## src/rtl/pai_pkg.sv

```systemverilog
// Shared constants, types and codes of the position history interpolator.
`timescale 1ns / 1ps
package pai_pkg;

   localparam int HistDepth       = 16;
   localparam int PtrW            = $clog2(HistDepth);
   localparam int CntW            = $clog2(HistDepth + 1);
   localparam int DataW           = 32;
   localparam int CsrIdxW         = 2;
   localparam int CsrDataW        = 31;
   localparam int TolW            = 16;
   localparam int SrcW            = 3;
   localparam int FracBitsDefault = 16;

   typedef enum logic [CsrIdxW-1:0] {
      CSR_RETENTION = 2'd0,
      CSR_SPACING   = 2'd1,
      CSR_TOLERANCE = 2'd2
   } csr_index_type;

   typedef enum logic [SrcW-1:0] {
      SRC_TICK   = 3'd0,
      SRC_INTERP = 3'd1,
      SRC_BACK   = 3'd2,
      SRC_FWD    = 3'd3,
      SRC_SINGLE = 3'd4,
      SRC_LIVE   = 3'd5,
      SRC_ZERO   = 3'd6
   } src_type;

   typedef struct packed {
      logic signed [DataW-1:0] tm;
      logic signed [DataW-1:0] x;
      logic signed [DataW-1:0] y;
      logic signed [DataW-1:0] z;
   } entry_type;

   typedef enum logic [3:0] {
      ST_IDLE, ST_START, ST_NEWCHK, ST_OLD, ST_OLDCHK, ST_DECIDE, ST_ONE,
      ST_W0, ST_WCHK, ST_BK1, ST_BK2, ST_MATH, ST_MWAIT, ST_FIN
   } ctrl_state_type;

   typedef enum logic [2:0] {
      LN_IDLE, LN_MUL_LO, LN_MUL_HI, LN_ADD, LN_DIV_INIT, LN_DIV, LN_FIN
   } lin_state_type;

   typedef struct packed {
      logic            item_ld;
      logic            rd_en;
      logic [PtrW-1:0] rd_addr;
      logic            wr_en;
      logic [PtrW-1:0] wr_addr;
      logic            newest_ld;
      logic            prev_ld;
      logic            first_ld;
      logic            a_ld_prev;
      logic            a_ld_rd;
      logic            b_ld_prev;
      logic            b_ld_rd;
      logic            lin_start;
      logic [1:0]      axis;
      logic            res_clr;
      logic            res_live;
      logic            res_rd;
      logic            out_ld;
      src_type         src;
      logic            retired;
      logic [CntW-1:0] count;
   } cmd_type;

   typedef struct packed {
      logic is_query;
      logic item_valid;
      logic rd_later_t;
      logic rd_too_old;
      logic space_ok;
      logic in_iv;
      logic t_lt_first;
      logic t_gt_rd;
      logic lin_done;
      logic out_free;
   } status_type;

endpackage

```

## src/rtl/pai_lin.sv

```systemverilog
// Iterative linear step unit: p0 + dp*dt/dur, truncated quotient, saturated sum.
`timescale 1ns / 1ps
module pai_lin import pai_pkg::*; (
   input  logic                    clock,
   input  logic                    reset,
   input  logic                    start,
   input  logic signed [DataW-1:0] p0,
   input  logic signed [DataW:0]   dp,
   input  logic signed [DataW:0]   dt,
   input  logic signed [DataW:0]   dur,
   output logic                    done,
   output logic signed [DataW-1:0] result
);

   localparam int DivSteps = 34;

   lin_state_type state_ff, state_in;
   logic signed [DataW-1:0] p0_ff, p0_in;
   logic [32:0] mdp_ff, mdp_in, mdt_ff, mdt_in, mdur_ff, mdur_in;
   logic        neg_ff, neg_in, ovf_ff, ovf_in;
   logic [65:0] acc_ff, acc_in;
   logic [48:0] prod_ff, prod_in;
   logic [32:0] rem_ff, rem_in;
   logic [33:0] quo_ff, quo_in;
   logic [5:0]  cnt_ff, cnt_in;

   logic [49:0] plo;
   logic [48:0] phi;
   logic [33:0] r2, diff;
   logic        ge;
   logic signed [35:0] sum;

   function automatic logic [32:0] mag33(input logic signed [32:0] v);
      return v[32] ? 33'(-v) : 33'(v);
   endfunction

   assign plo  = mdp_ff * mdt_ff[16:0];
   assign phi  = mdp_ff * mdt_ff[32:17];
   assign r2   = {rem_ff, quo_ff[33]};
   assign diff = r2 - {1'b0, mdur_ff};
   assign ge   = (r2 >= {1'b0, mdur_ff});
   assign sum  = neg_ff ? (36'(p0_ff) - $signed({2'b00, quo_ff}))
                        : (36'(p0_ff) + $signed({2'b00, quo_ff}));

   always_ff @(posedge clock) begin
      if (reset) begin
         state_ff <= LN_IDLE;
      end else begin
         state_ff <= state_in;
      end
   end

   always_ff @(posedge clock) begin
      p0_ff   <= p0_in;
      mdp_ff  <= mdp_in;
      mdt_ff  <= mdt_in;
      mdur_ff <= mdur_in;
      neg_ff  <= neg_in;
      ovf_ff  <= ovf_in;
      acc_ff  <= acc_in;
      prod_ff <= prod_in;
      rem_ff  <= rem_in;
      quo_ff  <= quo_in;
      cnt_ff  <= cnt_in;
   end

   always_comb begin
      state_in = state_ff;
      p0_in    = p0_ff;
      mdp_in   = mdp_ff;
      mdt_in   = mdt_ff;
      mdur_in  = mdur_ff;
      neg_in   = neg_ff;
      ovf_in   = ovf_ff;
      acc_in   = acc_ff;
      prod_in  = prod_ff;
      rem_in   = rem_ff;
      quo_in   = quo_ff;
      cnt_in   = cnt_ff;
      done     = 1'b0;
      result   = '0;
      unique case (state_ff)
         LN_IDLE: begin
            if (start) begin
               p0_in    = p0;
               mdp_in   = mag33(dp);
               mdt_in   = mag33(dt);
               mdur_in  = mag33(dur);
               neg_in   = dp[32] ^ dt[32] ^ dur[32];
               state_in = LN_MUL_LO;
            end
         end
         LN_MUL_LO: begin
            acc_in   = 66'(plo);
            state_in = LN_MUL_HI;
         end
         LN_MUL_HI: begin
            prod_in  = phi;
            state_in = LN_ADD;
         end
         LN_ADD: begin
            acc_in   = acc_ff + {prod_ff, 17'b0};
            state_in = LN_DIV_INIT;
         end
         LN_DIV_INIT: begin
            ovf_in = 1'b0;
            quo_in = '0;
            if (mdur_ff == '0) begin
               state_in = LN_FIN;
            end else if ({1'b0, acc_ff[65:34]} >= mdur_ff) begin
               ovf_in   = 1'b1;
               state_in = LN_FIN;
            end else begin
               rem_in   = {1'b0, acc_ff[65:34]};
               quo_in   = acc_ff[33:0];
               cnt_in   = '0;
               state_in = LN_DIV;
            end
         end
         LN_DIV: begin
            rem_in = ge ? diff[32:0] : r2[32:0];
            quo_in = {quo_ff[32:0], ge};
            cnt_in = cnt_ff + 6'd1;
            if (cnt_ff == 6'(DivSteps - 1)) begin
               state_in = LN_FIN;
            end
         end
         LN_FIN: begin
            done = 1'b1;
            if (ovf_ff) begin
               result = neg_ff ? 32'sh8000_0000 : 32'sh7FFF_FFFF;
            end else if (sum > 36'sh0_7FFF_FFFF) begin
               result = 32'sh7FFF_FFFF;
            end else if (sum < -36'sh0_8000_0000) begin
               result = 32'sh8000_0000;
            end else begin
               result = sum[31:0];
            end
            state_in = LN_IDLE;
         end
         default: state_in = LN_IDLE;
      endcase
   end

endmodule

```

## config.mk

```make
export PLATFORM = sky130hd
export DESIGN_NAME = pai_lin
export DESIGN_NICKNAME = d
export VERILOG_FILES = /design/src/rtl/pai_pkg.sv /design/src/rtl/pai_lin.sv
export SDC_FILE = /design/constraint.sdc
export NUM_CORES = 2
export LEC_CHECK = 0
export ABC_AREA = 0
export BUFFER_PORTS_ARGS = -buffer_cell sky130_fd_sc_hd__buf_2
export CAP_MARGIN = 5
export CELL_PAD_IN_SITES_DETAIL_PLACEMENT = 1
export CELL_PAD_IN_SITES_GLOBAL_PLACEMENT = 1
export CORE_MARGIN = 2
export CORE_UTILIZATION = 51
export DETAILED_ROUTE_END_ITERATION = 8
export HOLD_SLACK_MARGIN = 0.02
export PLACE_DENSITY = 0.91
export RECOVER_POWER = 25
export REMOVE_ABC_BUFFERS = 1
export SLEW_MARGIN = 10
export SYNTH_ARGS = -nofsm -noshare
export SYNTH_HDL_FRONTEND = slang
export SYNTH_SLANG_ARGS = --single-unit
```

## constraint.sdc

```tcl
create_clock -name clock -period 21.4 [get_ports clock]
set_clock_uncertainty 0.1 [all_clocks]
set_input_delay 2.14 -clock clock [delete_from_list [all_inputs] [get_ports clock]]
set_output_delay 2.14 -clock clock [all_outputs]
set_load 0.02 [all_outputs]
```

# After elaboration in Yosys (flattened, before gate mapping)
# Index checks and enable logic that the tools add are counted.
[word_totals]
elab_cells = 76
inputBits = 134
reg_bits = 324
[classes]
multipliers = 2
reduce_logical = 7
add_sub_neg = 8
n_eq_ne = 11
n_bitwise = 2
muxes = 27
order_cmp = 4
[op_table]
columns = ["cell", "count"]
rows = [
  ["2-to-1 mux 32 bit", 8],
  ["one-hot mux 66 bit (2 select lines)", 1],
  ["2-to-1 mux 33 bit", 3],
  ["negator 33 bit", 3],
  ["2-to-1 mux 34 bit", 2],
  ["one-hot mux 34 bit (2 select lines)", 1],
  ["adder 66 bit", 1],
  ["one-hot mux 33 bit (2 select lines)", 1],
  ["multiplier 33 x 17 -> 50 bit", 1],
  ["multiplier 33 x 16 -> 49 bit", 1],
  ["adder 32 x 35 -> 36 bit", 1],
  ["greater-than comparator 36 x 32 -> 1 bit (second input constant)", 1],
  ["< comparator 36 x 32 -> 1 bit (second input constant)", 1],
  ["2-to-1 mux 36 bit", 1],
  ["subtractor 32 x 35 -> 36 bit", 1],
  [">= comparator 34 x 33 -> 1 bit", 1],
  [">= comparator 32 x 33 -> 1 bit", 1],
  ["logical NOT 33 bit", 1],
  ["subtractor 33 bit", 1],
  ["one-hot mux 3 bit (6 select lines)", 1],
  ["2-to-1 mux 6 bit", 2],
  ["one-hot mux 6 bit (2 select lines)", 1],
  ["== test 3 bit (second input constant)", 3],
  ["!= test 2 bit (second input constant)", 4],
  ["other kinds (12)", 19],
]

# Logic depth before layout (Yosys ltp)
[depth]
word_depth = 7
ltp_mapped = 25
ltp_nobuf = 24

# Worst setup path before layout
# No wires, ideal clock.
[synth_path]
path_type = "in2reg"
from = "in start"
to = "reg mdp_ff[0] (enable)"
required_ns = 20.308
setup_ns = 0.992
path_buffers = 0
stages = 1
arrival_ns = 15.387
path_slack_ns = 4.920
path_cell_list = "nor4b_1"
[synth_via]
elab_chain_len = 1
[synth_lines]
columns = ["item", "line_no", "rtl"]
rows = [
  ["from (decl)", "pai_lin.sv:6", "input logic start,"],
  ["AND reduction 2 bit (no line)", "--", ""],
  ["to (signal assigned)", "pai_lin.sv:55", "mdp_ff <= mdp_in;"],
  ["to (decl)", "pai_lin.sv:19", "logic [32:0] mdp_ff, mdp_in, mdt_ff, mdt_in, mdur_ff, mdur_in;"],
]
# No other way between the ends.
# A chain may end at the register's enable or synchronous reset.

# Worst setup path after layout
[layout_path]
from = "reg quo_ff[5]"
to = "out result[8]"
[layout_via]
elab_chain_len = 7
elab_cells_between_ends = 9
cone_classes = "2 x add/sub; 2 x order compare; 5 x mux"
[layout_lines]
columns = ["item", "line_no", "rtl"]
rows = [
  ["from (decl)", "pai_lin.sv:24", "logic [33:0] quo_ff, quo_in;"],
  ["from (signal assigned)", "pai_lin.sv:63", "quo_ff <= quo_in;"],
  ["adder 32 x 35 -> 36 bit / subtractor 32 x 35 -> 36 bit (equally long branches)", "pai_lin.sv:43, pai_lin.sv:42", ""],
  ["2-to-1 mux 36 bit (*)", "pai_lin.sv:42", "assign sum = neg_ff ? (36'(p0_ff) - $signed({2'b00, quo_ff}))"],
  ["< comparator 36 x 32 -> 1 bit", "pai_lin.sv:134", "end else if (sum < -36'sh0_8000_0000) begin"],
  ["2-to-1 mux 32 bit", "pai_lin.sv:134", ""],
  ["2-to-1 mux 32 bit (*)", "pai_lin.sv:132", "end else if (sum > 36'sh0_7FFF_FFFF) begin"],
  ["2-to-1 mux 32 bit (*)", "pai_lin.sv:130", "if (ovf_ff) begin"],
  ["2-to-1 mux 32 bit (*)", "pai_lin.sv:82", "unique case (state_ff)"],
  ["to (decl)", "pai_lin.sv:12", "output logic signed [DataW-1:0] result"],
]
# Every way passes the cells marked *; elsewhere a longest branch is shown, timed or not.

==> metrics.txt <==
die area=112000 µm²; cts repair resizes=0; violated checks=capacitance limit, slew limit; vias per cell=6.15; FF-to-FF setup slack=approximately 13 ns; status=finished, violations left; Cells after Synth=6206; crit path time final=9.08 ns; Final Hold Fails=0; Cell Area, Synth=55800 µm²; Yosys cell types=between 80 and 90; Setup CP Type=register to output pin; prevailing post-synth register cell=edfxtp_1; Post-synth EDFFs=321; Die Height=335 µm; num rows=121; crit path launch type=register; Layout area overhead=6.56%; Final Setup Violations=0; Routed WL=around 200 mm; crit end category=output pin; worst skew pair latency=0.64 ns; final core occ=54.7%; clock sink total=324; drt wl/cell=25.7 µm; Synth area leaders=fa_1 (32%), edfxtp_1 (17%), ha_1 (8.9%); drt first-iter violations=slightly below 4000; f_max=110 MHz; Synth Area per Inst=9.00 µm²; # hold bufs at CTS=0; IO Pins=167; Final Max Tran Viols=173; Max Cap Viol=4; Hold WS=0.505 ns; most frequent cells in the layout=inv_1 (1160), nand2_1 (975), fa_1 (899); CTS tree=built; CTS Buf Count=41; CP endpoint=result[8]; Seq/Total Area, Yosys=17.4%; Setup crit start=quo_ff[5]; Post-synth ARST share=0%; antenna violations before repair=3; layout cells sized above 1=under 10%; clk root buf=clkbuf_16; Rel. slew slack=-129%; Clock Tree Buf Depth=3; ANT nets after route=0; core area=between 100000 and 150000 µm²; Congestion Overflow GR=0; Die W=335 µm; nets=7652; vias in the first global route=54002; post-synth top area share=32.2%; Period Utilization, post-route=42.4%; multi-input logic area=slightly above 40000 µm²; worst min path class=register to register; Yosys reg bits=324; Initial Util=between 50% and 60%; gr usage total=35.3%; crit-path max FO=31; Layout fillers=12662; gpl congestion=roughly 0.94; hpwl dp=approximately 150 mm; worst reg2reg endpoint=prod_ff[43]; Worst-Margin Slew=3.43 ns; 1st-pass router iterations=5; DR vias=47129; DRC Markers=0; R2R Path Start=mdp_ff[5]; Post-CTS Setup Inserts=0; WP data required=around 19 ns; largest net degree at the start of global routing=109; I/O Buffers=around 170; area leader, netlist=fa_1; clock slew at the register clock pins of the worst setup and hold paths=0.06 ns; global-route wire length before repair=~310 mm; setup TNS=0 ns; # H-tree levels=2; FF+latch area=roughly 9700 µm²; YS warnings=0; most common cell after layout, fill and taps aside=inv_1; RSZ-0062 raised after global routing=false; arrival time of the worst setup path=6.84 ns; reg2reg path depth=21
## cells in the mapped netlist, types with 23 or more instances
| cell type | count |
|---|---|
| inv_1 | 1160 |
| nand2_1 | 977 |
| fa_1 | 899 |
| ha_1 | 399 |
| and2_1 | 393 |
| edfxtp_1 | 321 |
| clkbuf_1 | 260 |
| a21oi_1 | 253 |
| xnor2_1 | 228 |
| o21ai_0 | 201 |
| nor2_1 | 187 |
| a21o_1 | 117 |
| xor2_1 | 61 |
| nor3_1 | 60 |
| o31ai_1 | 57 |
| nand3_1 | 55 |
| o21a_1 | 39 |
| nand2b_1 | 37 |
| nand4_1 | 36 |
| o21bai_1 | 34 |
| or3_1 | 34 |
| mux2i_1 | 27 |
| nor2b_1 | 27 |
| a31oi_1 | 26 |
| nor4_1 | 24 |
| a211oi_1 | 23 |
| and3_1 | 23 |
## layout make-up
class	instances	area share, %
clock inverter	24	0.513
inverter	1160	7.32
clock buffer	51	1.87
sequential	324	16.3
multi-input combinational	4447	68.6
timing repair buffer	246	2.43
antenna	1	0.00421
tap	1414	2.97
## worst min path at each step
stage / start / end / depth (start not counted)
global placement: acc_ff[11] / quo_ff[11] / 2
finish: acc_ff[12] / quo_ff[12] / 2
CTS: acc_ff[12] / quo_ff[12] / 2
global route: acc_ff[1] / quo_ff[1] / 2
detailed placement: acc_ff[2] / quo_ff[2] / 2
floorplan: acc_ff[0] / quo_ff[0] / 2
## critical path, cell delays in order (launching register included)
cell	delay [ns]
edfxtp_1	0.48
or4_4	0.54
or4_4	0.47
nor3b_1	0.56
a21oi_1	0.17
xnor2_1	0.16
ha_1	0.34
and2_1	0.21
a221o_1	0.33
a41oi_1	0.25
a31oi_1	0.29
a311o_1	0.47
and3b_1	0.19
nor3_1	0.27
nand4_1	0.20
o311ai_4	0.85
o31ai_1	0.20
buf_2	0.22
## cell families after synthesis
group                    after synthesis  share of synthesized area (%)
adder cells (fa/ha/maj)             1298                           41.2
AND/OR/NAND/NOR                     1925                           16.4
buffers and inverters               1435                           9.67
XOR/XNOR                             290                           4.56
AO/OA/AOI/OAI                        905                           10.3
flip-flops                           324                           17.4
multiplexers                          29                          0.524
## layer usage
layer	GRT usage (%)	wire (µm)	up-vias
met3	7.44	17300	974
met2	60.8	96500	2598
met1	40.5	70400	23873
met4	20.5	13100	4
met5	0	28	-
li1	-	-	19680
## state kept, by name, indices dropped and copies added, names as in the netlist
signal / count
acc_ff: 66
prod_ff: 49
quo_ff: 34
mdp_ff: 33
mdt_ff: 33
mdur_ff: 33
rem_ff: 33
p0_ff: 32
cnt_ff: 6
state_ff: 3
neg_ff: 1
ovf_ff: 1
## through the flow
step	worst slack [ns]	instances	instance area, µm²
5_1_grt	11.81	7666	59500
2_1_floorplan	4.92	5931	54800
4_1_cts	12.35	7664	59500
6_report	12.32	7667	59500
3_3_place_gp	13.31	7589	58000
3_5_place_dp	13.02	7589	58000
Power is not shown: default switching activity piles up to over one toggle a cycle in this logic, so the estimate is an artifact.
