--- src/rtl/pai_pkg.sv ---
// Shared constants, types and codes of the position history interpolator.
`timescale 1ns / 1ps
package pai_pkg;

   localparam int HistDepth       = 16;
   localparam int PtrW            = $clog2(HistDepth);
   localparam int CntW            = $clog2(HistDepth + 1);
   localparam int DataW           = 32;
   localparam int CsrIdxW         = 2;
   localparam int CsrDataW        = 31;
   localparam int TolW            = 16;
   localparam int SrcW            = 3;
   localparam int FracBitsDefault = 16;

   typedef enum logic [CsrIdxW-1:0] {
      CSR_RETENTION = 2'd0,
      CSR_SPACING   = 2'd1,
      CSR_TOLERANCE = 2'd2
   } csr_index_type;

   typedef enum logic [SrcW-1:0] {
      SRC_TICK   = 3'd0,
      SRC_INTERP = 3'd1,
      SRC_BACK   = 3'd2,
      SRC_FWD    = 3'd3,
      SRC_SINGLE = 3'd4,
      SRC_LIVE   = 3'd5,
      SRC_ZERO   = 3'd6
   } src_type;

   typedef struct packed {
      logic signed [DataW-1:0] tm;
      logic signed [DataW-1:0] x;
      logic signed [DataW-1:0] y;
      logic signed [DataW-1:0] z;
   } entry_type;

   typedef enum logic [3:0] {
      ST_IDLE, ST_START, ST_NEWCHK, ST_OLD, ST_OLDCHK, ST_DECIDE, ST_ONE,
      ST_W0, ST_WCHK, ST_BK1, ST_BK2, ST_MATH, ST_MWAIT, ST_FIN
   } ctrl_state_type;

   typedef enum logic [2:0] {
      LN_IDLE, LN_MUL_LO, LN_MUL_HI, LN_ADD, LN_DIV_INIT, LN_DIV, LN_FIN
   } lin_state_type;

   typedef struct packed {
      logic            item_ld;
      logic            rd_en;
      logic [PtrW-1:0] rd_addr;
      logic            wr_en;
      logic [PtrW-1:0] wr_addr;
      logic            newest_ld;
      logic            prev_ld;
      logic            first_ld;
      logic            a_ld_prev;
      logic            a_ld_rd;
      logic            b_ld_prev;
      logic            b_ld_rd;
      logic            lin_start;
      logic [1:0]      axis;
      logic            res_clr;
      logic            res_live;
      logic            res_rd;
      logic            out_ld;
      src_type         src;
      logic            retired;
      logic [CntW-1:0] count;
   } cmd_type;

   typedef struct packed {
      logic is_query;
      logic item_valid;
      logic rd_later_t;
      logic rd_too_old;
      logic space_ok;
      logic in_iv;
      logic t_lt_first;
      logic t_gt_rd;
      logic lin_done;
      logic out_free;
   } status_type;

endpackage

--- src/rtl/pai_dp.sv ---
// Datapath: configuration, history memory, entry registers, compares and result word.
`timescale 1ns / 1ps
module pai_dp import pai_pkg::*; #(
   parameter int FRAC_BITS = FracBitsDefault
) (
   input  logic                clock,
   input  logic                reset,
   input  logic                csr_we,
   input  logic [CsrIdxW-1:0]  csr_index,
   input  logic [CsrDataW-1:0] csr_wdata,
   input  logic                req_command,
   input  logic [DataW-1:0]    req_time_value,
   input  logic [DataW-1:0]    req_pos_x,
   input  logic [DataW-1:0]    req_pos_y,
   input  logic [DataW-1:0]    req_pos_z,
   input  logic                req_object_valid,
   input  logic                rsp_ready,
   output logic                rsp_valid,
   output logic [DataW-1:0]    rsp_out_x,
   output logic [DataW-1:0]    rsp_out_y,
   output logic [DataW-1:0]    rsp_out_z,
   output logic [SrcW-1:0]     rsp_answer_source,
   output logic                rsp_retired,
   output logic [CntW-1:0]     rsp_entry_count,
   output logic                lin_start,
   output logic signed [DataW-1:0] lin_p0,
   output logic signed [DataW:0]   lin_dp,
   output logic signed [DataW:0]   lin_dt,
   output logic signed [DataW:0]   lin_dur,
   input  logic                lin_done,
   input  logic signed [DataW-1:0] lin_result,
   input  cmd_type             cmd,
   output status_type          st
);

   localparam longint One      = 64'sd1 <<< FRAC_BITS;
   localparam longint RetReset = 3 * One;
   localparam longint SpcReset = (3 * One + 5) / 10;
   localparam longint TolReset = (One + 5000) / 10000;

   logic [CsrDataW-1:0] ret_ff, spc_ff;
   logic [TolW-1:0]     tol_ff;

   logic                    query_ff, vld_ff;
   logic signed [DataW-1:0] t_ff, px_ff, py_ff, pz_ff;

   entry_type mem [HistDepth];
   entry_type rd_ff, prev_ff, a_ff, b_ff;
   logic signed [DataW-1:0] newest_ff, first_ff;
   logic signed [DataW-1:0] res_x_ff, res_y_ff, res_z_ff;

   logic                    valid_ff;
   logic [DataW-1:0]        ox_ff, oy_ff, oz_ff;
   logic [SrcW-1:0]         osrc_ff;
   logic                    oret_ff;
   logic [CntW-1:0]         ocnt_ff;

   logic signed [33:0] t34, rd34, lo34, hi34, tol34;
   logic signed [DataW-1:0] pa, pb;

   always_ff @(posedge clock) begin
      if (reset) begin
         ret_ff <= CsrDataW'(RetReset);
         spc_ff <= CsrDataW'(SpcReset);
         tol_ff <= TolW'(TolReset);
      end else if (csr_we) begin
         if (csr_index == CSR_RETENTION) ret_ff <= csr_wdata;
         if (csr_index == CSR_SPACING)   spc_ff <= csr_wdata;
         if (csr_index == CSR_TOLERANCE) tol_ff <= csr_wdata[TolW-1:0];
      end
   end

   always_ff @(posedge clock) begin
      if (cmd.item_ld) begin
         query_ff <= req_command;
         t_ff     <= req_time_value;
         px_ff    <= req_pos_x;
         py_ff    <= req_pos_y;
         pz_ff    <= req_pos_z;
         vld_ff   <= req_object_valid;
      end
      if (cmd.wr_en) mem[cmd.wr_addr] <= '{tm: t_ff, x: px_ff, y: py_ff, z: pz_ff};
      if (cmd.rd_en) rd_ff <= mem[cmd.rd_addr];
      if (cmd.newest_ld) newest_ff <= rd_ff.tm;
      if (cmd.first_ld) first_ff <= rd_ff.tm;
      if (cmd.prev_ld) prev_ff <= rd_ff;
      if (cmd.a_ld_prev) a_ff <= prev_ff;
      if (cmd.a_ld_rd) a_ff <= rd_ff;
      if (cmd.b_ld_prev) b_ff <= prev_ff;
      if (cmd.b_ld_rd) b_ff <= rd_ff;
      if (cmd.res_clr) begin
         res_x_ff <= '0;
         res_y_ff <= '0;
         res_z_ff <= '0;
      end
      if (cmd.res_live) begin
         res_x_ff <= px_ff;
         res_y_ff <= py_ff;
         res_z_ff <= pz_ff;
      end
      if (cmd.res_rd) begin
         res_x_ff <= rd_ff.x;
         res_y_ff <= rd_ff.y;
         res_z_ff <= rd_ff.z;
      end
      if (lin_done) begin
         unique case (cmd.axis)
            2'd0:    res_x_ff <= lin_result;
            2'd1:    res_y_ff <= lin_result;
            default: res_z_ff <= lin_result;
         endcase
      end
   end

   assign t34   = 34'(t_ff);
   assign rd34  = 34'(rd_ff.tm);
   assign lo34  = (prev_ff.tm < rd_ff.tm) ? 34'(prev_ff.tm) : rd34;
   assign hi34  = (prev_ff.tm < rd_ff.tm) ? rd34 : 34'(prev_ff.tm);
   assign tol34 = $signed({18'b0, tol_ff});

   assign st.is_query   = query_ff;
   assign st.item_valid = vld_ff;
   assign st.rd_later_t = rd_ff.tm > t_ff;
   assign st.rd_too_old = rd34 < (t34 - $signed({3'b000, ret_ff}));
   assign st.space_ok   = t34 > (34'(newest_ff) + $signed({3'b000, spc_ff}));
   assign st.in_iv      = (t34 >= lo34 - tol34) && (t34 <= hi34 + tol34);
   assign st.t_lt_first = t_ff < first_ff;
   assign st.t_gt_rd    = t_ff > rd_ff.tm;
   assign st.lin_done   = lin_done;
   assign st.out_free   = !valid_ff || rsp_ready;

   always_comb begin
      unique case (cmd.axis)
         2'd0: begin
            pa = a_ff.x;
            pb = b_ff.x;
         end
         2'd1: begin
            pa = a_ff.y;
            pb = b_ff.y;
         end
         default: begin
            pa = a_ff.z;
            pb = b_ff.z;
         end
      endcase
   end

   assign lin_start = cmd.lin_start;
   assign lin_p0    = pa;
   assign lin_dp    = 33'(pb) - 33'(pa);
   assign lin_dt    = 33'(t_ff) - 33'(a_ff.tm);
   assign lin_dur   = 33'(b_ff.tm) - 33'(a_ff.tm);

   always_ff @(posedge clock) begin
      if (reset) begin
         valid_ff <= 1'b0;
      end else if (cmd.out_ld) begin
         valid_ff <= 1'b1;
      end else if (rsp_ready) begin
         valid_ff <= 1'b0;
      end
   end

   always_ff @(posedge clock) begin
      if (cmd.out_ld) begin
         ox_ff   <= res_x_ff;
         oy_ff   <= res_y_ff;
         oz_ff   <= res_z_ff;
         osrc_ff <= cmd.src;
         oret_ff <= cmd.retired;
         ocnt_ff <= cmd.count;
      end
   end

   assign rsp_valid         = valid_ff;
   assign rsp_out_x         = ox_ff;
   assign rsp_out_y         = oy_ff;
   assign rsp_out_z         = oz_ff;
   assign rsp_answer_source = osrc_ff;
   assign rsp_retired       = oret_ff;
   assign rsp_entry_count   = ocnt_ff;

endmodule

--- config.mk ---
export PLATFORM = sky130hd
export DESIGN_NAME = pai_dp
export DESIGN_NICKNAME = d
export VERILOG_FILES = /design/src/rtl/pai_pkg.sv /design/src/rtl/pai_dp.sv
export SDC_FILE = /design/constraint.sdc
export NUM_CORES = 2
export LEC_CHECK = 0
export BUFFER_PORTS_ARGS = -buffer_cell sky130_fd_sc_hd__buf_2
export CAP_MARGIN = 40
export CORE_MARGIN = 8
export CORE_UTILIZATION = 56
export DETAILED_ROUTE_END_ITERATION = 6
export PLACE_DENSITY = 0.76
export SLEW_MARGIN = 40
export SYNTH_ARGS = -nofsm -noshare
export SYNTH_HDL_FRONTEND = slang
export SYNTH_SLANG_ARGS = --single-unit
export TNS_END_PERCENT = 50
--- constraint.sdc ---
create_clock -name clock -period 10.9 [get_ports clock]
set_clock_uncertainty 0.15 [all_clocks]
set_input_delay 0.545 -clock clock [delete_from_list [all_inputs] [get_ports clock]]
set_output_delay 0.545 -clock clock [all_outputs]
set_load 0.01 [all_outputs]
Yosys cells after proc, flatten, opt, wreduce, memory -nomap -nowiden

Memories as Yosys holds them, arrays and structs flattened. A register that Yosys moved wholly into a read port is not among the register bits.
Index checks and enable logic that the tools add are counted.

Logic and storage cells: 91
Bits of input ports: 234
Memories kept: 1
Output and inout bits: 248
RAM bits: 2048
Register bits: 858

Equal/unequal tests: 3
Reduce and logical (&&, ||, !) cells: 12
Add/subtract/negate cells: 7
Mux-type cells: 27
$lt $le $gt $ge: 8

Memories:

| name | words | width | read ports | clocked after memory_dff | write ports | line         | source |
|---|---|---|---|---|---|---|---|
| mem  | 16    | 128   | 1          | 1                        | 1           | pai_dp.sv:47 | `entry_type mem [HistDepth];` |

Operator list:

| kind                                                            | count |
|---|---|
| 128-bit 2-to-1 mux                                              | 4 |
| 32-bit 2-to-1 mux                                               | 15 |
| 32-bit by 32-bit subtractor with 33-bit output                  | 4 |
| 32-bit one-hot mux with 2 select lines                          | 2 |
| 34-bit 2-to-1 mux                                               | 2 |
| 32-bit greater-than comparator                                  | 2 |
| 32-bit less-than comparator                                     | 2 |
| 34-bit by 17-bit adder with 34-bit output                       | 1 |
| 32-bit by 34-bit greater-or-equal comparator with 1-bit output  | 1 |
| 32-bit by 34-bit <= comparator with 1-bit output                | 1 |
| 34-bit by 17-bit subtractor with 34-bit output                  | 1 |
| 32-bit by 32-bit adder with 33-bit output                       | 1 |
| 32-bit by 33-bit greater-than comparator with 1-bit output      | 1 |
| 32-bit by 33-bit less-than comparator with 1-bit output         | 1 |
| 2-bit AND reduction                                             | 3 |
| 2-bit nonzero test                                              | 3 |
| 2-bit by 1-bit == test with 1-bit output, second input constant | 2 |
| 2-bit logical NOT                                               | 2 |
| 1-bit 2-to-1 mux                                                | 4 |
| 2-bit == test, second input constant                            | 1 |
| 2-bit OR reduction                                              | 1 |
| 1-bit logical AND                                               | 1 |
| 1-bit logical NOT                                               | 1 |
| 1-bit logical OR                                                | 1 |

Longest topological paths before layout

Depth in word-level cells: 5
Depth in mapped cells: 38
Mapped depth without buffers: 31

Least setup slack after synthesis

Ideal clock, no wire load.

Path kind: input to register
Start point: in cmd[25] (netlist name)
End point: mem mem[0][0] (netlist name), enable pin
Data required time: 9.976 ns
Arrival: 9.698 ns
Path buffers: 0
Stages on the path: 2
Setup time: 0.774 ns
Slack: 0.278 ns
Cell sequence: or3b_2 > nor3_1

RTL lines:

| item        | line         | source |
|---|---|---|
| from (decl) | pai_dp.sv:32 | `input cmd_type cmd,` |
| to (decl)   | pai_dp.sv:47 |  |

Straight into the memory's write port.

==> flow_summary_export.csv <==
group,metric,value,unit
run_status,status,"finished, final reports clean",
sta,post-route-period-util,0.933,
sta,rsz0062_at_grt,"false",
yosys,syn-num-nets,8065,
floorplan,num_rows,176,
yosys,synth-main-ff-cell,"edfxtp_1",
critical_path,cp-end-kind,"primary output",
grt,grt_pass1_vias,75600,
sta,worst_slew_pin_slew,0.991,ns
finish,area_delta_synth_final,14.7,%
finish,fin_nets,8889,
critical_path,cp_data_arrival_time,9.47,ns
min_path,hold_class,"input pin to register",
critical_path,crit_end,"st[4]",
critical_path,reg2reg_from,"mem[15][115]",
sta,slew_viol_final,0,
detailed_routing,viasPerCell,6.52,
yosys,ys_ff_latch,3034,
sta,fmax,98.4,MHz
detailed_routing,vias,75000,
placement,numPortBuffers,479,
floorplan,num_io_pins,482,
sta,setup_viol,0,
floorplan,fp.dieH,495,microns
detailed_routing,wirelength,365,mm
clocking,clock_sinks,3034,
yosys,synth_area_per_cell,17.4,sq um
clocking,root_buffer,"clkbuf_16",
floorplan,fp.dieArea,245000,sq um
detailed_routing,drt_iter0_markers,9196,
yosys,syn_inst,7407,
power_and_ir_drop,p_leak,51.8,nW
critical_path,max_stage_delay,0.69,ns
yosys,synth_cell_types,72,
yosys,synth_edf_count,2859,
critical_path,r2r_end,"rd34[19]",
clocking,cts_buffers,319,
clocking,worstSkewPairLatency,0.94,ns
critical_path,rrSetupSlack,8.95,ns
yosys,seq_area_frac_synth,0.694,
clocking,clk_path_buf_depth,4,
grt,antenna_found_initial,20,
finish,drive_gt1_frac,0.238,
grt,grt_max_degree,131,
critical_path,path_class,"register to primary output",
flow_run,maxCapViolations,0,
sta,final_hold_viol_count,0,
grt,grtUsageTotal,0.292,
detailed_routing,route.detailed.drc,0,
power_and_ir_drop,power_density,186,nW/um^2
power_and_ir_drop,irDropWorstVdd,158,uV
yosys,synthArstFlopShare,0,
floorplan,start_util,0.561,
placement,gp_congestion,0.906,
critical_path,startpoint,"rd34[17]",
grt,grt_pass1_wl,522,mm
sta,relSlewSlack,0.340,
critical_path,critPathSlowestCell,"a221o_4",
clocking,path_clk_slew,0.06,ns
critical_path,worst_setup_path_start_kind,"register",
placement,hpwlAfterDp,219,mm
detailed_routing,ant_nets,0,
floorplan,core,229000,sq um
sta,final.setup.tns,0,ns
yosys,yosysWarnings,0,
finish,utilization,0.644,
critical_path,worstPathRequired,10.21,ns
critical_path,cp_max_fo,51,
critical_path,cpMostUsedCell,"a21oi_1",
clocking,cts_tree,"done",
floorplan,die-width,495,microns
clocking,htree_levels,5,
critical_path,rr_worst_depth,2,
sta,min_period,10.16,ns
detailed_routing,wl_per_cell,31.8,microns
yosys,netlist_area,129000,sq um
grt,overflow,0,
detailed_routing,drt-pass1-iter-count,6,
==> kinds of logic (layout without fill, tap and decap cells) <==
kind of cell    Yosys count  after routing  synth area share
compound gates         1158           1158            0.0557
xor+xnor                205            205            0.0139
fa+ha+maj               424            424            0.0416
buf+inv                 565           1629            0.0171
flops                  3034           3034             0.694
mux                    1011           1011             0.142
other cells               0              8                 0
simple gates           1010           1010            0.0358
==> registers in the layout, indices dropped and copies added, names as in the netlist, 31 cells and up <==
| signal | count |
|---|---|
| a_ff | 128 |
| b_ff | 128 |
| first_ff | 32 |
| mem | 2048 |
| newest_ff | 32 |
| prev_ff | 128 |
| px_ff | 32 |
| py_ff | 32 |
| pz_ff | 32 |
| rd34 | 32 |
| rd_ff | 96 |
| res_x_ff | 32 |
| res_y_ff | 32 |
| res_z_ff | 32 |
| ret_ff | 31 |
| rsp_out_x | 32 |
| rsp_out_y | 32 |
| rsp_out_z | 32 |
| spc_ff | 31 |
| t_ff | 32 |
==> worst max-delay path: cells and delay by family, from the launching register on <==
kind,cells,cell delay (ns)
mux,2,0.54
flops,1,0.65
buf+inv,2,0.36
simple gates,6,1.47
fa+ha+maj,4,1.34
xor+xnor,1,0.14
compound gates,14,4.03
==> worst min-delay path by stage <==
stage | startpoint | endpoint | slack [ns] | cells after the start
after floorplan | res_x_ff[30] | rsp_out_x[30] | 0.25 | 0
after global placement | res_y_ff[15] | rsp_out_y[15] | 0.27 | 0
after detailed placement | res_z_ff[5] | rsp_out_z[5] | 0.27 | 0
after CTS | csr_index[1] | ret_ff[13] | 0.05 | 5
after global routing | cmd[31] | rd_ff[74] | 0.07 | 2
final | cmd[10] | res_z_ff[3] | 0.06 | 3
==> cell usage in the layout, fill, tap and decap left out, drive strengths merged, types with 40 or more instances in the layout <==
cell type,netlist,routed
edfxtp,2859,2859
xor2,82,82
a21oi,399,399
clkinv,0,99
ha,417,417
nor2b,53,53
a21o,143,143
inv,233,237
nand2,417,417
dlygate4sd3,0,213
buf,85,620
nor3,49,49
nor2,245,245
mux4,620,620
mux2i,116,116
nand3,50,50
a22oi,96,96
nand4,61,61
xnor2,123,123
clkbuf,247,432
o21a,71,71
mux2,275,275
nand2b,40,40
o21ai,256,256
dfxtp,175,175
==> area by class of cell <==
| class | count | area, sq um |
|---|---|---|
| sequential | 3034 | 89400 |
| fill | 15100 | 81600 |
| multi-input combinational | 3808 | 37300 |
| clock buffer | 430 | 8920 |
| timing repair buffer | 835 | 6160 |
| tap | 3026 | 3790 |
| clock inverter | 131 | 1180 |
| inverter | 233 | 875 |
| antenna | 8 | 20.0 |
==> per-layer routing <==
layer  global-route usage  up-vias  part of all wire
met5                    0        -           0.00016
met2                0.479     4669              0.48
li1                     -    31100                 -
met1                0.385    38400              0.36
met4                0.129        8             0.051
met3               0.0536      815              0.10
==> Yosys cell counts (8+ instances only) <==
library cell  instances  area, sq um
a21oi_1             399         2000
a31oi_1              21          131
ha_1                417         5220
nor3_1               49          245
a2111oi_0             8         70.1
nor2b_1              53          332
and3_1               12         75.1
clkbuf_1            245          920
nand3_1              50          250
nand2b_1             40          250
mux2_2              274         3090
and2_1               10         62.6
mux4_2              620        14000
nor4_1               14         87.6
nor2_1              245          920
buf_2                 8         40.0
o21a_1               71          533
dfxtp_1             175         3500
inv_1               233          875
a211oi_1             35          263
a211o_1              14          123
xnor2_1             123         1080
xor2_1               82          718
nand2_1             417         1570
mux2i_1             116         1160
nand4_1              61          382
a21boi_0             11         82.6
or2_2                 9         56.3
or3_1                 9         56.3
edfxtp_1           2859        85900
buf_1                68          255
o21ai_0             256         1280
o21bai_1             16          120
o211ai_1             13         97.6
a22oi_1              96          721
nand3b_1             15          113
a21o_1              143         1070
a221oi_1              9         78.8
==> through the flow <==
step	instances	hold slack [ns]	cell area (sq um)	worst slack (ns)	power [mW]
detailed placement	10700	0.267	135000	1.54	16.9
floorplan	7407	0.250	129000	0.278	15.6
global placement	10700	0.266	135000	1.44	16.8
CTS	11500	0.0530	147000	0.605	27.4
global route	11500	0.0673	148000	0.205	28.2
finish	11500	0.0585	148000	0.735	27.4
==> repair_timing <==
item                                   4_1_cts  5_1_grt
buffers inserted                             0        0
endpoints found under the hold margin      384       11
hold buffers                               212        1
resized for setup                            0        0
==> power breakdown <==
part | leakage (nW) | internal (mW) | switching [mW] | total, mW
clock | 4.96 | 6.18 | 4.42 | 10.6
sequential | 28.0 | 13.2 | 0.375 | 13.6
combinational | 18.8 | 1.31 | 1.92 | 3.23
(Power assumes the default switching activity.)
