### config.mk
export PLATFORM = sky130hd
export DESIGN_NAME = pai_ctrl
export DESIGN_NICKNAME = d
export VERILOG_FILES = /design/src/rtl/pai_pkg.sv /design/src/rtl/pai_ctrl.sv
export SDC_FILE = /design/constraint.sdc
export NUM_CORES = 1
export LEC_CHECK = 0
export BUFFER_PORTS_ARGS = -buffer_cell sky130_fd_sc_hd__buf_4
export CORE_MARGIN = 1
export CORE_UTILIZATION = 40
export DETAILED_ROUTE_END_ITERATION = 6
export GPL_TIMING_DRIVEN = 1
export PLACE_DENSITY = 0.6
export RECOVER_POWER = 50
export SETUP_SLACK_MARGIN = 0.02
export SYNTH_ARGS = -nofsm -noshare
export SYNTH_HDL_FRONTEND = slang
export SYNTH_SLANG_ARGS = --single-unit
export TNS_END_PERCENT = 20
### constraint.sdc
create_clock -name clock -period 2.6 [get_ports clock]
set_clock_uncertainty 0.15 [all_clocks]
set_input_delay 0.65 -clock clock [delete_from_list [all_inputs] [get_ports clock]]
set_output_delay 0.65 -clock clock [all_outputs]
set_load 0.05 [all_outputs]
### src/rtl/pai_pkg.sv
// Shared constants, types and codes of the position history interpolator.
`timescale 1ns / 1ps
package pai_pkg;

   localparam int HistDepth       = 16;
   localparam int PtrW            = $clog2(HistDepth);
   localparam int CntW            = $clog2(HistDepth + 1);
   localparam int DataW           = 32;
   localparam int CsrIdxW         = 2;
   localparam int CsrDataW        = 31;
   localparam int TolW            = 16;
   localparam int SrcW            = 3;
   localparam int FracBitsDefault = 16;

   typedef enum logic [CsrIdxW-1:0] {
      CSR_RETENTION = 2'd0,
      CSR_SPACING   = 2'd1,
      CSR_TOLERANCE = 2'd2
   } csr_index_type;

   typedef enum logic [SrcW-1:0] {
      SRC_TICK   = 3'd0,
      SRC_INTERP = 3'd1,
      SRC_BACK   = 3'd2,
      SRC_FWD    = 3'd3,
      SRC_SINGLE = 3'd4,
      SRC_LIVE   = 3'd5,
      SRC_ZERO   = 3'd6
   } src_type;

   typedef struct packed {
      logic signed [DataW-1:0] tm;
      logic signed [DataW-1:0] x;
      logic signed [DataW-1:0] y;
      logic signed [DataW-1:0] z;
   } entry_type;

   typedef enum logic [3:0] {
      ST_IDLE, ST_START, ST_NEWCHK, ST_OLD, ST_OLDCHK, ST_DECIDE, ST_ONE,
      ST_W0, ST_WCHK, ST_BK1, ST_BK2, ST_MATH, ST_MWAIT, ST_FIN
   } ctrl_state_type;

   typedef enum logic [2:0] {
      LN_IDLE, LN_MUL_LO, LN_MUL_HI, LN_ADD, LN_DIV_INIT, LN_DIV, LN_FIN
   } lin_state_type;

   typedef struct packed {
      logic            item_ld;
      logic            rd_en;
      logic [PtrW-1:0] rd_addr;
      logic            wr_en;
      logic [PtrW-1:0] wr_addr;
      logic            newest_ld;
      logic            prev_ld;
      logic            first_ld;
      logic            a_ld_prev;
      logic            a_ld_rd;
      logic            b_ld_prev;
      logic            b_ld_rd;
      logic            lin_start;
      logic [1:0]      axis;
      logic            res_clr;
      logic            res_live;
      logic            res_rd;
      logic            out_ld;
      src_type         src;
      logic            retired;
      logic [CntW-1:0] count;
   } cmd_type;

   typedef struct packed {
      logic is_query;
      logic item_valid;
      logic rd_later_t;
      logic rd_too_old;
      logic space_ok;
      logic in_iv;
      logic t_lt_first;
      logic t_gt_rd;
      logic lin_done;
      logic out_free;
   } status_type;

endpackage

### src/rtl/pai_ctrl.sv
// Controller: history ring pointers, retired flag and the item sequence.
`timescale 1ns / 1ps
module pai_ctrl import pai_pkg::*; (
   input  logic       clock,
   input  logic       reset,
   input  logic       req_valid,
   output logic       req_ready,
   input  status_type st,
   output cmd_type    cmd
);

   ctrl_state_type  state_ff, state_in;
   logic [CntW-1:0] count_ff, count_in;
   logic [PtrW-1:0] oldest_ff, oldest_in;
   logic [PtrW-1:0] idx_ff, idx_in;
   logic [1:0]      axis_ff, axis_in;
   logic            retired_ff, retired_in;
   src_type         src_ff, src_in;
   logic [CntW-1:0] last;

   assign last = count_ff - CntW'(1);

   always_ff @(posedge clock) begin
      if (reset) begin
         state_ff   <= ST_IDLE;
         count_ff   <= '0;
         oldest_ff  <= '0;
         idx_ff     <= '0;
         axis_ff    <= '0;
         retired_ff <= 1'b0;
         src_ff     <= SRC_TICK;
      end else begin
         state_ff   <= state_in;
         count_ff   <= count_in;
         oldest_ff  <= oldest_in;
         idx_ff     <= idx_in;
         axis_ff    <= axis_in;
         retired_ff <= retired_in;
         src_ff     <= src_in;
      end
   end

   always_comb begin
      state_in    = state_ff;
      count_in    = count_ff;
      oldest_in   = oldest_ff;
      idx_in      = idx_ff;
      axis_in     = axis_ff;
      retired_in  = retired_ff;
      src_in      = src_ff;
      cmd         = '0;
      cmd.axis    = axis_ff;
      cmd.src     = src_ff;
      cmd.retired = retired_ff;
      cmd.count   = count_ff;
      req_ready   = 1'b0;
      unique case (state_ff)
         ST_IDLE: begin
            req_ready   = 1'b1;
            cmd.item_ld = req_valid;
            if (req_valid) state_in = ST_START;
         end
         ST_START: begin
            if (!st.is_query) begin
               if (count_ff == '0) begin
                  state_in = ST_DECIDE;
               end else begin
                  cmd.rd_en   = 1'b1;
                  cmd.rd_addr = oldest_ff + last[PtrW-1:0];
                  state_in    = ST_NEWCHK;
               end
            end else if (count_ff == '0) begin
               cmd.res_live = st.item_valid;
               cmd.res_clr  = !st.item_valid;
               src_in       = st.item_valid ? SRC_LIVE : SRC_ZERO;
               state_in     = ST_FIN;
            end else begin
               cmd.rd_en   = 1'b1;
               cmd.rd_addr = oldest_ff;
               state_in    = (count_ff == CntW'(1)) ? ST_ONE : ST_W0;
            end
         end
         ST_NEWCHK: begin
            cmd.newest_ld = 1'b1;
            if (st.rd_later_t) begin
               count_in = '0;
               state_in = ST_DECIDE;
            end else begin
               state_in = ST_OLD;
            end
         end
         ST_OLD: begin
            if (count_ff == '0) begin
               state_in = ST_DECIDE;
            end else begin
               cmd.rd_en   = 1'b1;
               cmd.rd_addr = oldest_ff;
               state_in    = ST_OLDCHK;
            end
         end
         ST_OLDCHK: begin
            if (st.rd_too_old) begin
               oldest_in = oldest_ff + PtrW'(1);
               count_in  = last;
               state_in  = ST_OLD;
            end else begin
               state_in = ST_DECIDE;
            end
         end
         ST_DECIDE: begin
            cmd.res_clr = 1'b1;
            src_in      = SRC_TICK;
            if (count_ff == '0 || st.space_ok) begin
               if (st.item_valid) begin
                  cmd.wr_en   = 1'b1;
                  cmd.wr_addr = oldest_ff + count_ff[PtrW-1:0];
                  if (count_ff == CntW'(HistDepth)) begin
                     oldest_in = oldest_ff + PtrW'(1);
                  end else begin
                     count_in = count_ff + CntW'(1);
                  end
               end else begin
                  retired_in = 1'b1;
               end
            end
            state_in = ST_FIN;
         end
         ST_ONE: begin
            cmd.res_rd = 1'b1;
            src_in     = SRC_SINGLE;
            state_in   = ST_FIN;
         end
         ST_W0: begin
            cmd.prev_ld  = 1'b1;
            cmd.first_ld = 1'b1;
            idx_in       = PtrW'(1);
            cmd.rd_en    = 1'b1;
            cmd.rd_addr  = oldest_ff + PtrW'(1);
            state_in     = ST_WCHK;
         end
         ST_WCHK: begin
            if (st.in_iv) begin
               cmd.a_ld_prev = 1'b1;
               cmd.b_ld_rd   = 1'b1;
               src_in        = SRC_INTERP;
               state_in      = ST_MATH;
            end else if ({1'b0, idx_ff} == last) begin
               if (st.t_lt_first) begin
                  cmd.rd_en   = 1'b1;
                  cmd.rd_addr = oldest_ff;
                  src_in      = SRC_BACK;
                  state_in    = ST_BK1;
               end else if (st.t_gt_rd) begin
                  cmd.a_ld_rd   = 1'b1;
                  cmd.b_ld_prev = 1'b1;
                  src_in        = SRC_FWD;
                  state_in      = ST_MATH;
               end else begin
                  cmd.res_clr = 1'b1;
                  src_in      = SRC_ZERO;
                  state_in    = ST_FIN;
               end
            end else begin
               cmd.prev_ld = 1'b1;
               idx_in      = idx_ff + PtrW'(1);
               cmd.rd_en   = 1'b1;
               cmd.rd_addr = oldest_ff + idx_ff + PtrW'(1);
            end
         end
         ST_BK1: begin
            cmd.a_ld_rd = 1'b1;
            cmd.rd_en   = 1'b1;
            cmd.rd_addr = oldest_ff + PtrW'(1);
            state_in    = ST_BK2;
         end
         ST_BK2: begin
            cmd.b_ld_rd = 1'b1;
            state_in    = ST_MATH;
         end
         ST_MATH: begin
            cmd.lin_start = 1'b1;
            state_in      = ST_MWAIT;
         end
         ST_MWAIT: begin
            if (st.lin_done) begin
               if (axis_ff == 2'd2) begin
                  axis_in  = '0;
                  state_in = ST_FIN;
               end else begin
                  axis_in  = axis_ff + 2'd1;
                  state_in = ST_MATH;
               end
            end
         end
         ST_FIN: begin
            if (st.out_free) begin
               cmd.out_ld = 1'b1;
               state_in   = ST_IDLE;
            end
         end
         default: state_in = ST_IDLE;
      endcase
   end

endmodule

[After elaboration in Yosys (flattened, before gate mapping)]
Index checks and enable logic that the tools add are counted.
Word-level totals
  bits in read-only memories: 0
  input port bits: 13
  RAM bits: 0
  memories kept: 0
  bits in registers: 23
  bits in latches: 0
  output and inout port bits: 35
Operators by class
  equal/unequal tests: 31
  bitwise operators: 1
  shifts and indexed selects: 0
  magnitude comparators: 0
  multiply operators: 0
  add/sub/neg operators: 9
  reduce and logical (&&, ||, !) cells: 17
  muxes and demuxes: 77
  divide/modulo/power cells: 0
Operators by type and width (number)
  two-way mux 5 bit: 14
  two-way mux 4 bit: 13
  one-hot mux 4 bit (13 select lines): 1
  two-way mux 3 bit: 12
  inequality test 2 bit, second input constant: 13
  == test 4 bit, second input constant: 6
  two-way mux 1 bit: 20
  one-hot mux 5 bit (4 select lines): 1
  == test 4 x 3 -> 1 bit, second input constant: 4
  two-way mux 2 bit: 8
  one-hot mux 4 bit (2 select lines): 2
  one-hot mux 5 bit (3 select lines): 1
  adder 4 x 1 -> 4 bit, second input constant: 3
  adder 4 bit: 3
  one-hot mux 3 bit (4 select lines): 1
  == test 4 x 2 -> 1 bit, second input constant: 2
  AND reduction 4 bit: 2
  one-hot mux 1 bit (2 select lines): 3
  AND reduction 3 bit: 2
  AND reduction 6 bit: 1
  adder 5 x 1 -> 5 bit, second input constant: 1
  == test 4 x 5 -> 1 bit: 1
  == test 5 x 1 -> 1 bit, second input constant: 1
  == test 5 bit, second input constant: 1
  other kinds (17): 19

[Depth between registers and ports, before layout]
Gate-level depths: netlist of the first run.
  depth in word-level cells: 5
  gate-level depth with buffers: 10
  depth with buffers taken out: 9

[Worst setup path after synthesis of the first run]
Ideal clock, no wire load.
  path kind: register to output
  from: register count_ff[0]
  to: output cmd[18] (netlist bit)
  arrival: 3.375 ns
  buffers on the path: 2
  cell stages (with the launch flop): 9
  required time: 1.800 ns
  setup slack: -1.575 ns
  path through: dfxtp_1 > buf_2 > inv_1 > ha_1 > nor3b_1 > xnor2_1 > nand4_2 > buf_2 > o32ai_1
RTL lines
  start, declared: RTL line pai_ctrl.sv:13  | logic [CntW-1:0] count_ff, count_in;
  start signal, assigned: RTL line pai_ctrl.sv:34  | count_ff <= count_in;
  end, declared: RTL line pai_ctrl.sv:9  | output cmd_type cmd

==> flow_summary.ini, run 1 <==
[run_status]
status = complete, but fails checks
violations = negative setup slack

[worst_setup_path]
cp-start-kind = flip-flop
path_class = reg -> out
cp.required_ns = 1.80
cp-end-kind = output port
critPathMaxFanout = 3
arrival_ns = 2.29

[layout]
regArea_um2 = 472
insertedDiodeCount = 0
fill_cells = 570
multi_input_area_mm2 = 0.00204
layout-area-overhead-vs-synth_pct = 43.3
drive_gt1_share_pct = 36.0
stdcell_count = 483
finalNetCount = 440

[clock_network]
clkTransAtPathRegs_ns = 0.10
clk-insertion-delay-late_ns = 0.28
htreeDepth = 1
cts-root-buf = clkbuf_8
cts_inserted_buffers = 3
cts_tree = done
clkSinkCount = 23
clockBufferDepth = 2

[global_route]
grt_max_degree = 29
antenna_found_initial = 0
grt_usage_pct = 24.4
grt_pass1_wl_um = 12100
grt_pass1_vias = 2433
grt_remaining_overflow = 0

[worst_hold_path]
min_path_type = reg -> reg

[sta]
period_needed_ns = 3.09
slew_headroom_pct = 60.7
holdWs_ns = 0.316
hold_viol = 0
tightest_slew_ns = 0.593
finalSetupTns_ns = -3.53
rsz0062_at_grt = true
fin_crit_sh_pct = 119
worst_slack_ns = -0.490
max_freq_mhz = 324
slew_violations = 0
setup_viol = 14

[logic_synthesis]
synth_most_common_cell = nor2_1
synthCells = 322
synth_area_leaders = dfxtp_1 (19%), ha_1 (7.6%), nor2_1 (5.2%)
yosysTopAreaCellShare_pct = 18.6
synth_ff_type = dfxtp_1
synthesis.area_mm2 = 0.00247
synth-edff-count = 0
syn_avg_cell_area_um2 = 7.68
yosysUniqueCellTypes = 67
ys_seq_area_share_pct = 18.6
syn-num-nets = 353
synth_top_area_cell = dfxtp_1
synthTopCellsByCount = nor2_1 (34), dfxtp_1 (23), o21ai_0 (18), a21oi_1 (17), inv_1 (16)
synth_seq_cells = 23
synthArstFlopShare_pct = 0
yosys_warnings = 0

[place]
port_buffers = 47
place_inst = 477
dp_hpwl_um = 5840
finalWeightedCongestion = 0.882

[drt]
ant_nets = 0
post_drt_wl_per_cell_um = 15.9
drcViolationCount = 0
vias = 2689
drt-pass1-iter-count = 4
routed_wl_um = 7660
first_iter_violations = 70
via_per_inst = 5.57

[floorplanning]
ios = 48
start_util_pct = 41.5
core-area_mm2 = 0.00596
rows = 28
die_area_mm2 = 0.00650
die_w_um = 80.6
die_h_um = 80.6

[pwr]
p_leak_nw = 1.51
ir_drop_mv = 0.495
power_density_mw_per_mm2 = 866
p_total_w = 0.00307

[job]
drv_cap = 0
## area by class of cell
type	count	share of cell area, %
Multi-Input combinational cell	258	57.4
Timing Repair Buffer	107	23.3
Sequential cell	23	13.3
Tap cell	75	2.65
Inverter	16	2.01
Clock buffer	3	1.16
Clock inverter	1	0.141
## worst max-delay path: stages (launching register included)
cell	delay, ns
dfxtp_4	0.37
inv_4	0.05
ha_4	0.28
inv_4	0.04
ha_4	0.22
a21o_1	0.16
a21oi_2	0.15
xnor2_1	0.10
a221oi_2	0.33
o311ai_4	0.15
buf_6	0.18
## final timing paths
| kind | cells past startpoint | startpoint | slack, ns | endpoint |
|---|---|---|---|---|
| hold reg to reg | 2 | src_ff[2] | 0.32 | src_ff[2] |
| hold / removal | 2 | src_ff[2] | 0.32 | src_ff[2] |
| setup / recovery | 10 | count_ff[1] | -0.49 | cmd[31] |
| setup reg to reg | 7 | count_ff[2] | 0.22 | count_ff[2] |
## power breakdown
group	switching (W)	leakage, nW	total, W	internal [W]
Sequential	0.0000545	0.189	0.000477	0.000422
Combinational	0.00139	1.30	0.00234	0.000950
Clock	0.000144	0.0255	0.000252	0.000108
Total	0.00159	1.51	0.00307	0.00148
## cell families after synthesis
| group | after synthesis | share of synthesized area, % |
|---|---|---|
| simple gates | 126 | 28.9 |
| flops | 23 | 18.6 |
| buf+inv | 41 | 7.33 |
| compound gates | 83 | 23.6 |
| mux | 12 | 4.86 |
| xor+xnor | 19 | 6.73 |
| fa+ha+maj | 18 | 10.0 |
## repair_timing
action	4_1_cts	5_1_grt
buffers inserted	2	0
pin swaps	15	0
setup endpoints to repair	15	16
hold buffers	0	0
gates resized for setup	29	6
## layout by cell type (no fill, tap or decap), types with 4 or more instances in the layout
cell,n
buf_4,77
buf_6,18
nand2b_1,10
clkbuf_1,12
nand3_1,11
nand2_1,15
dfxtp_1,20
a211oi_1,9
o21ai_0,16
xor2_1,4
nor2_1,30
a21o_1,4
mux2i_1,12
nor2b_1,7
or3_1,4
a21oi_1,15
xnor2_1,12
nor3_1,10
ha_1,11
inv_1,12
## registers in the layout (all words and copies together), names as in the netlist
name,count
axis_ff,2
count_ff,5
idx_ff,4
oldest_ff,4
retired_ff,1
src_ff,3
state_ff,4
## per-stage QoR
stage | utilization, % | setup WS, ns | instance area (µm²)
global route | 59.5 | -0.597 | 3550
floorplan | - | -0.411 | 2680
finish | 59.5 | -0.490 | 3550
detailed placement | 57.1 | -0.293 | 3400
global placement | 57.1 | -0.260 | 3400
CTS | 59.9 | -0.495 | 3570
## layer usage
layer  global-route usage [%]  share of wire (%)
met2                     41.4                 48
met4                     5.89               0.73
met1                     33.0                 49
met3                     2.16                2.2
met5                        0                  0
(Power assumes the default switching activity.)
==> inputs of run 2 (changes only) <==
--- a/config.mk
+++ b/config.mk
@@ -7,10 +7,10 @@
 export LEC_CHECK = 0
 export BUFFER_PORTS_ARGS = -buffer_cell sky130_fd_sc_hd__buf_4
 export CORE_MARGIN = 1
-export CORE_UTILIZATION = 40
+export CORE_UTILIZATION = 51
 export DETAILED_ROUTE_END_ITERATION = 6
 export GPL_TIMING_DRIVEN = 1
-export PLACE_DENSITY = 0.6
+export PLACE_DENSITY = 0.74
 export RECOVER_POWER = 50
 export SETUP_SLACK_MARGIN = 0.02
 export SYNTH_ARGS = -nofsm -noshare
==> flow_summary.ini, run 2 (same netlist as run 1, synthesis figures left out) <==
[place]
port_buffers = 47
dp_hpwl_um = 5870
dp_worst_setup_slack_ns = -0.309
dpl_cell_area_mm2 = 0.00338
finalWeightedCongestion = 0.900

[drt]
drt-pass1-iter-count = 6
first_iter_violations = 213
via_per_inst = 6.21
drcViolationCount = 0
post_drt_wl_per_cell_um = 18.0
ant_nets = 0
vias = 2871
routed_wl_um = 8340

[worst_setup_path]
path_cells = inv_4 > ha_4 > inv_2 > ha_4 > a21o_1 > a21oi_2 > xnor2_1 > a221oi_2 > o311ai_4 > buf_6
path_class = reg -> out
arrival_ns = 2.32
cp_slowest_cell = dfxtp_4
reg2reg_setup_slack_ns = 0.06
critPathMaxFanout = 3
timing.critical_path.buf_inv = 3
cp.required_ns = 1.80
cp-start-kind = flip-flop
crit_top_cell = ha_4
max_stage_delay_ns = 0.36
cp-end-kind = output port
critical-path-top-delay-family = compound AO/OA/AOI/OAI gates

[pwr]
power_density_mw_per_mm2 = 892
p_leak_nw = 1.55
netSwitchingPower_w = 0.00166
power_switching_share_pct = 52.0
combinationalPowerShare_pct = 77.8
seq_power_share_pct = 14.7
ir_drop_mv = 0.454
pwr-share-clk_pct = 7.4
intPower_w = 0.00153
p_total_w = 0.00319

[floorplanning]
die_area_mm2 = 0.00513
ios = 48
start_util_pct = 54.9
die_h_um = 71.6
core-area_mm2 = 0.00450
rows = 24
die_w_um = 71.6

[sta]
tightest_slew_ns = 0.594
worst_slack_ns = -0.518
hold_viol = 0
fin_crit_sh_pct = 120
period_needed_ns = 3.12
setup_viol = 13
max_freq_mhz = 321
slew_violations = 0
slew_headroom_pct = 60.6
rsz0062_at_grt = true

[layout]
finalNetCount = 442
drive_gt1_share_pct = 38.5
design_area_mm2 = 0.00358
fill_cells = 308
insertedDiodeCount = 0
multi_input_area_mm2 = 0.00209
regMostFlops = count_ff
layout_commonest_cell = buf_4
postLayoutCoreUtil_pct = 79.5
layout-area-overhead-vs-synth_pct = 44.8
regArea_um2 = 473
mostFrequentLayoutCells = buf_4 (80), nor2_1 (29), dfxtp_1 (19)
largest_reg_flops = 5

[clock_network]
clkTransAtPathRegs_ns = 0.09
htreeDepth = 1
cts_inserted_buffers = 3
hold_buffers = 0
clkSinkCount = 23
clk-insertion-delay-late_ns = 0.27
cts_tree = done
clockBufferDepth = 2
cts-root-buf = clkbuf_8

[run_status]
status = complete, but fails checks
violations = negative setup slack

[global_route]
grt_max_degree = 29
antenna_found_initial = 0
grt_usage_pct = 30.9
grt_pass1_vias = 2615
grt_pass1_wl_um = 12500
grt_remaining_overflow = 0

[worst_hold_path]
min_path_type = reg -> reg

[job]
drv_cap = 0
## run 2: cell types whose count changed in the layout (fill, tap and decap cells not counted), sizes merged
cell,previous run,this run
buf,95,97
## run 2: worst paths after layout
path	cells past startpoint	startpoint	endpoint
setup reg to reg	10	count_ff[0]	state_ff[3]
hold reg to reg	2	src_ff[2]	src_ff[2]
hold / removal	2	src_ff[2]	src_ff[2]
setup / recovery	10	count_ff[1]	cmd[31]
## run 2: per-layer routing
metal  track usage (%)  vias up  part of all wire [%]
li1                  -     1345                     -
met1              40.4     1356                    41
met2              52.1      138                    50
met3              5.06       32                   6.6
met4              9.37        0                   2.5
met5                 0        -                     0
## run 2: power groups by stage
stage | clock, W | combinational (W) | sequential, W
finish | 0.000238 | 0.00249 | 0.000471
global placement | 0 | 0.00228 | 0.000475
floorplan | 0 | 0.00151 | 0.000609
CTS | 0.000240 | 0.00240 | 0.000471
detailed placement | 0 | 0.00231 | 0.000478
global route | 0.000256 | 0.00264 | 0.000481
## run 2: repair_timing
| action | CTS | global route |
|---|---|---|
| gates cloned | 0 | 0 |
| gates resized for setup | 31 | 13 |
| pin swaps | 13 | 8 |
| endpoints found under the setup margin | 17 | 21 |
| buffers inserted | 2 | 0 |
## run 2: area by class of cell
class / count / area share, %
Sequential cell: 23 / 13.2
Tap cell: 52 / 1.82
Inverter: 16 / 1.92
Timing Repair Buffer: 109 / 23.4
Clock inverter: 1 / 0.140
Multi-Input combinational cell: 258 / 58.4
Clock buffer: 3 / 1.15
## run 2: stage by stage
stage,hold WS (ns),cells,setup TNS [ns]
2_1_floorplan,0.292,322,-4.68
3_3_place_gp,0.299,456,-1.53
3_5_place_dp,0.301,456,-2.04
4_1_cts,0.315,462,-3.62
5_1_grt,0.350,462,-5.25
6_report,0.314,462,-4.20
## run 2: tightest hold or removal path, stage by stage (launching register included)
cell	delay (ns)
dfxtp_1	0.32
inv_1	0.05
a211oi_1	0.05
